==> config.mk <==
export PLATFORM = sky130hd
export DESIGN_NAME = cdeq_cell
export DESIGN_NICKNAME = d
export VERILOG_FILES = /design/src/design/cdeq_pkg.sv /design/src/design/cdeq_cell.sv
export SDC_FILE = /design/constraint.sdc
export NUM_CORES = 1
export LEC_CHECK = 0
export BUFFER_PORTS_ARGS = -buffer_cell sky130_fd_sc_hd__buf_4
export CORE_ASPECT_RATIO = 1.75
export CORE_MARGIN = 10
export CORE_UTILIZATION = 40
export CTS_CLUSTER_DIAMETER = 120
export DETAILED_ROUTE_END_ITERATION = 10
export PLACE_DENSITY = 0.81
export SLEW_MARGIN = 25
export SYNTH_ARGS = -nofsm -noshare
export SYNTH_HDL_FRONTEND = slang
export SYNTH_SLANG_ARGS = --single-unit
==> constraint.sdc <==
create_clock -name clk -period 4.5 [get_ports clk]
set_clock_uncertainty 0.1 [all_clocks]
set_input_delay 0.45 -clock clk [delete_from_list [all_inputs] [get_ports clk]]
set_output_delay 0.45 -clock clk [all_outputs]
set_load 0.1 [all_outputs]
==> src/design/cdeq_pkg.sv <==
package cdeq_pkg;

  // Store geometry and value width
  localparam int DEPTH       = 1024;
  localparam int VALUE_WIDTH = 32;
  localparam int IDX_W       = $clog2(DEPTH);
  localparam int CNT_W       = $clog2(DEPTH + 1);

  // Back-pop selection tree: groups of cells, then one pass over the groups
  localparam int GROUP = (DEPTH < 32) ? DEPTH : 32;
  localparam int NGRP  = (DEPTH + GROUP - 1) / GROUP;

  // Operation codes
  localparam logic [1:0] OP_PUSH_FRONT = 2'd0;
  localparam logic [1:0] OP_POP_FRONT  = 2'd1;
  localparam logic [1:0] OP_PUSH_BACK  = 2'd2;
  localparam logic [1:0] OP_POP_BACK   = 2'd3;

  typedef logic [VALUE_WIDTH-1:0] val_t;

  typedef struct packed {
    logic [1:0]          operation;
    logic signed [31:0]  value;
  } in_req_t;

  typedef struct packed {
    logic signed [31:0]  popped;
    logic                was_empty;
    logic                push_dropped;
    logic                mismatch;
    logic                failed;
    logic [10:0]         occupancy;
  } out_res_t;

  // Broadcast control from the sequencer to every cell
  typedef struct packed {
    logic              shift_in;    // push front: every cell takes its left neighbor
    logic              shift_out;   // pop front: every cell takes its right neighbor
    logic              write_back;  // push back: the cell at the fill count takes value
    logic [CNT_W-1:0]  count;
    val_t              value;
  } cell_ctrl_t;

endpackage

==> src/design/cdeq_cell.sv <==
module cdeq_cell (
  input  logic                      clk,
  input  cdeq_pkg::cell_ctrl_t      ctrl,
  input  cdeq_pkg::val_t            left_data,
  input  cdeq_pkg::val_t            right_data,
  input  logic [cdeq_pkg::IDX_W-1:0] idx,
  output cdeq_pkg::val_t            data,
  output cdeq_pkg::val_t            back_cand
);

  cdeq_pkg::val_t                data_r;
  cdeq_pkg::val_t                data_nxt;
  logic [cdeq_pkg::CNT_W-1:0]    pos;

  assign pos = cdeq_pkg::CNT_W'(idx);

  // Shift toward the back, shift toward the front, or load at the back end
  always_comb begin
    data_nxt = data_r;
    if (ctrl.shift_in) begin
      data_nxt = left_data;
    end else if (ctrl.shift_out) begin
      data_nxt = right_data;
    end else if (ctrl.write_back && (pos == ctrl.count)) begin
      data_nxt = ctrl.value;
    end
  end

  always_ff @(posedge clk) begin
    data_r <= data_nxt;
  end

  assign data = data_r;

  // Offer the content to the selection tree only when this cell holds the back item
  assign back_cand = (pos == (ctrl.count - cdeq_pkg::CNT_W'(1))) ? data_r : '0;

endmodule

==> impl_metrics.csv <==
group,metric,value,unit
power,worst_ir_drop_vdd,0.213,mV
timing,final_max_slew_viol_count,0,
clock_network,cts-root-buf,"clkbuf_8",
synth,syn_inst,236,
global_route,grt_max_degree,66,
layout,final_cells,486,
global_route,grt_usage,0.196,
critical_path,critPathArrivalTime,2.79,ns
synth,synthesis.area,2340,um2
critical_path,cp-end-kind,"output pin",
layout,fillers,455,
synth,synth_nets,358,
clock_network,clkTransAtPathRegs,0.06,ns
clock_network,cts_buffer_depth,2,
floorplanning,fp-row-count,36,
layout,layout_commonest_cell,"buf_4",
synth,ys_seq_area_frac,0.410,
power,p_leak,1.84,nW
synth,avgSynthCellArea,9.94,um2
layout,drive_above_1_share,0.485,
timing,slew_headroom,0.416,
clock_network,h-tree-depth,2,
synth,async_flop_share,0,
timing,fin_crit_sh,0.742,
timing,min_period,3.34,ns
floorplanning,die_x,77.9,um
flow_run,maxCapViolCount,0,
critical_path,critical_path_required,3.95,ns
global_route,grt-ovfl-total,0,
floorplanning,io_pins,185,
critical_path,path_cells,"buf_4 -> nor4_1 -> a221oi_1 -> a211oi_1 -> nand2_1 -> and4_2 -> buf_4",
global_route,grt_pass1_wl,14.7,mm
synth,synth_fa_ha_area_frac,0.00534,
outcome,run_status,"completed",
layout,areaGrowthSynthToFinish,64.4,%
synth,synth_top_family_by_area,"simple AND/OR/NAND/NOR gates",
critical_path,crit_type,"in2out",
layout,diodes,0,
synth,synth_flop_cell,"edfxtp_1",
floorplanning,die_area,9450,um2
min_path,min_path_type,"in2reg",
timing,final-hold-violation-count,0,
layout,num-nets-final,532,
synth,synth_compound_area_frac,0.110,
timing,fin_tns_setup,0,ns
clock_network,cts_sinks,32,
layout,final_cell_mix,"buf_4 (185), nand2_1 (39), mux2i_1 (32), o21ai_0 (32), edfxtp_1 (32)",
routing,wl_per_cell,20.4,um
synth,yosysUniqueCellTypes,37,
critical_path,path_buf_inv,2,
synth,ys_top_cells_by_area,"edfxtp_1 (41%), mux2i_1 (14%), and4_1 (12%), o21ai_0 (6.8%), nand2_1 (6.2%)",
synth,synth_seq_cells,32,
timing,rsz0062_at_grt,"no",
timing,fmax,0.299,GHz
min_path,min_path_cells,3,
clock_network,cts_buffers,5,
placed_design,io_buffers,184,
floorplanning,die_y,121,um
clock_network,cts.repair.resized,0,
timing,worst_pin_slew,0.874,ns
placed_design,place_inst,477,
routing,ant_nets,0,
placed_design,place_congestion,0.899,
timing,setup_viol,0,
layout,largest_reg_flops,32,
critical_path,path_common_cell,"buf_4",
global_route,antenna_found_initial,0,
clock_network,post_cts_buffers,0,
routing,drc_errors,0,
critical_path,worst_path_max_delay_cell,"nand2_1",
critical_path,max_stage_delay,0.57,ns
floorplanning,start_util,0.416,
power,power_density,285,nW/um2
critical_path,critPathTopFamily,"simple AND/OR/NAND/NOR gates",
clock_network,cts_tree,"built",
routing,drt-pass1-iter-count,4,
synth,synth_top_area_frac,0.410,
critical_path,critPathMaxFanout,32,
critical_path,cp.depth,7,
layout,fin_util,0.684,
synth,synth_edf_count,32,
synth,synthXorXnorAreaFrac,0.0523,
routing,vias,2586,
synth,synth.mux.area_fraction,0.137,
critical_path,worst_setup_path_start_kind,"input pin",
floorplanning,core-area,5630,um2
placed_design,dp_hpwl,8.04,mm
global_route,grt_pass1_vias,2697,
synth,synth-warning-count,0,
routing,wirelength,9.91,mm
clock_network,hold_buffers,0,
routing,vias_per_cell,5.32,
synth,synth-simple-area-share,0.245,
synth,yosys.area.top_type,"edfxtp_1",
routing,dr.first_iter.drc_count,118,
stage by stage:
stage                     setup slack [ns]  power, mW  hold WS (ns)  cell area, um2
final                                 1.16       1.10         0.352            3850
after floorplan                      0.468      0.732         0.537            2340
after global placement                1.08      0.898         0.624            3750
after detailed placement              1.04      0.904         0.634            3750
after CTS                             1.04       1.10         0.345            3830
after global routing                 0.963       1.14         0.342            3850
final timing paths:
kind | start | to | slack, ns
setup / recovery | ctrl[34] | back_cand[0] | 1.16
hold / removal | left_data[29] | data[29] | 0.35
power breakdown:
part	total (mW)	leakage (nW)	internal, mW	switching [mW]
Combinational	0.509	1.47	0.147	0.363
Clock	0.198	0.0391	0.102	0.0958
Sequential	0.389	0.330	0.371	0.0188
area by class of cell:
| class | instances | area (um2) | area share |
|---|---|---|---|
| Sequential cell | 32 | 961 | 0.249 |
| Inverter | 2 | 7.51 | 0.00195 |
| Clock buffer | 5 | 68.8 | 0.0179 |
| Tap cell | 76 | 95.1 | 0.0247 |
| Multi-Input combinational cell | 182 | 1300 | 0.338 |
| Clock inverter | 2 | 7.51 | 0.00195 |
| Timing Repair Buffer | 187 | 1410 | 0.366 |
metal layers:
| metal | part of all wire | global-route usage | vias up |
|---|---|---|---|
| met5 | 0 | 0 | - |
| met4 | 0.022 | 0.0780 | 0 |
| met3 | 0.073 | 0.0519 | 12 |
| met2 | 0.57 | 0.381 | 120 |
| met1 | 0.33 | 0.186 | 1211 |
| li1 | - | - | 1243 |
kinds of logic (layout without fill, tap and decap cells):
group,after synthesis,in the layout
AND/OR/NAND/NOR,93,93
multiplexers,32,32
flip-flops,32,32
adder cells (fa/ha/maj),1,1
XOR/XNOR,14,14
AO/OA/AOI/OAI,42,42
buffers and inverters,22,196
worst min-delay path: stages:
cell and delay, ns:
buf_4 0.07, nand2_1 0.04, o21ai_0 0.05
Yosys cell counts, types with 3 or more instances:
| cell | number |
|---|---|
| and4_1 | 31 |
| mux2i_1 | 32 |
| buf_4 | 3 |
| nor3_1 | 3 |
| xnor2_1 | 7 |
| nand3_1 | 3 |
| edfxtp_1 | 32 |
| nand2_1 | 39 |
| xor2_1 | 7 |
| o21ai_0 | 32 |
| clkbuf_1 | 15 |
No activity file was read; power rests on OpenSTA's default activity.
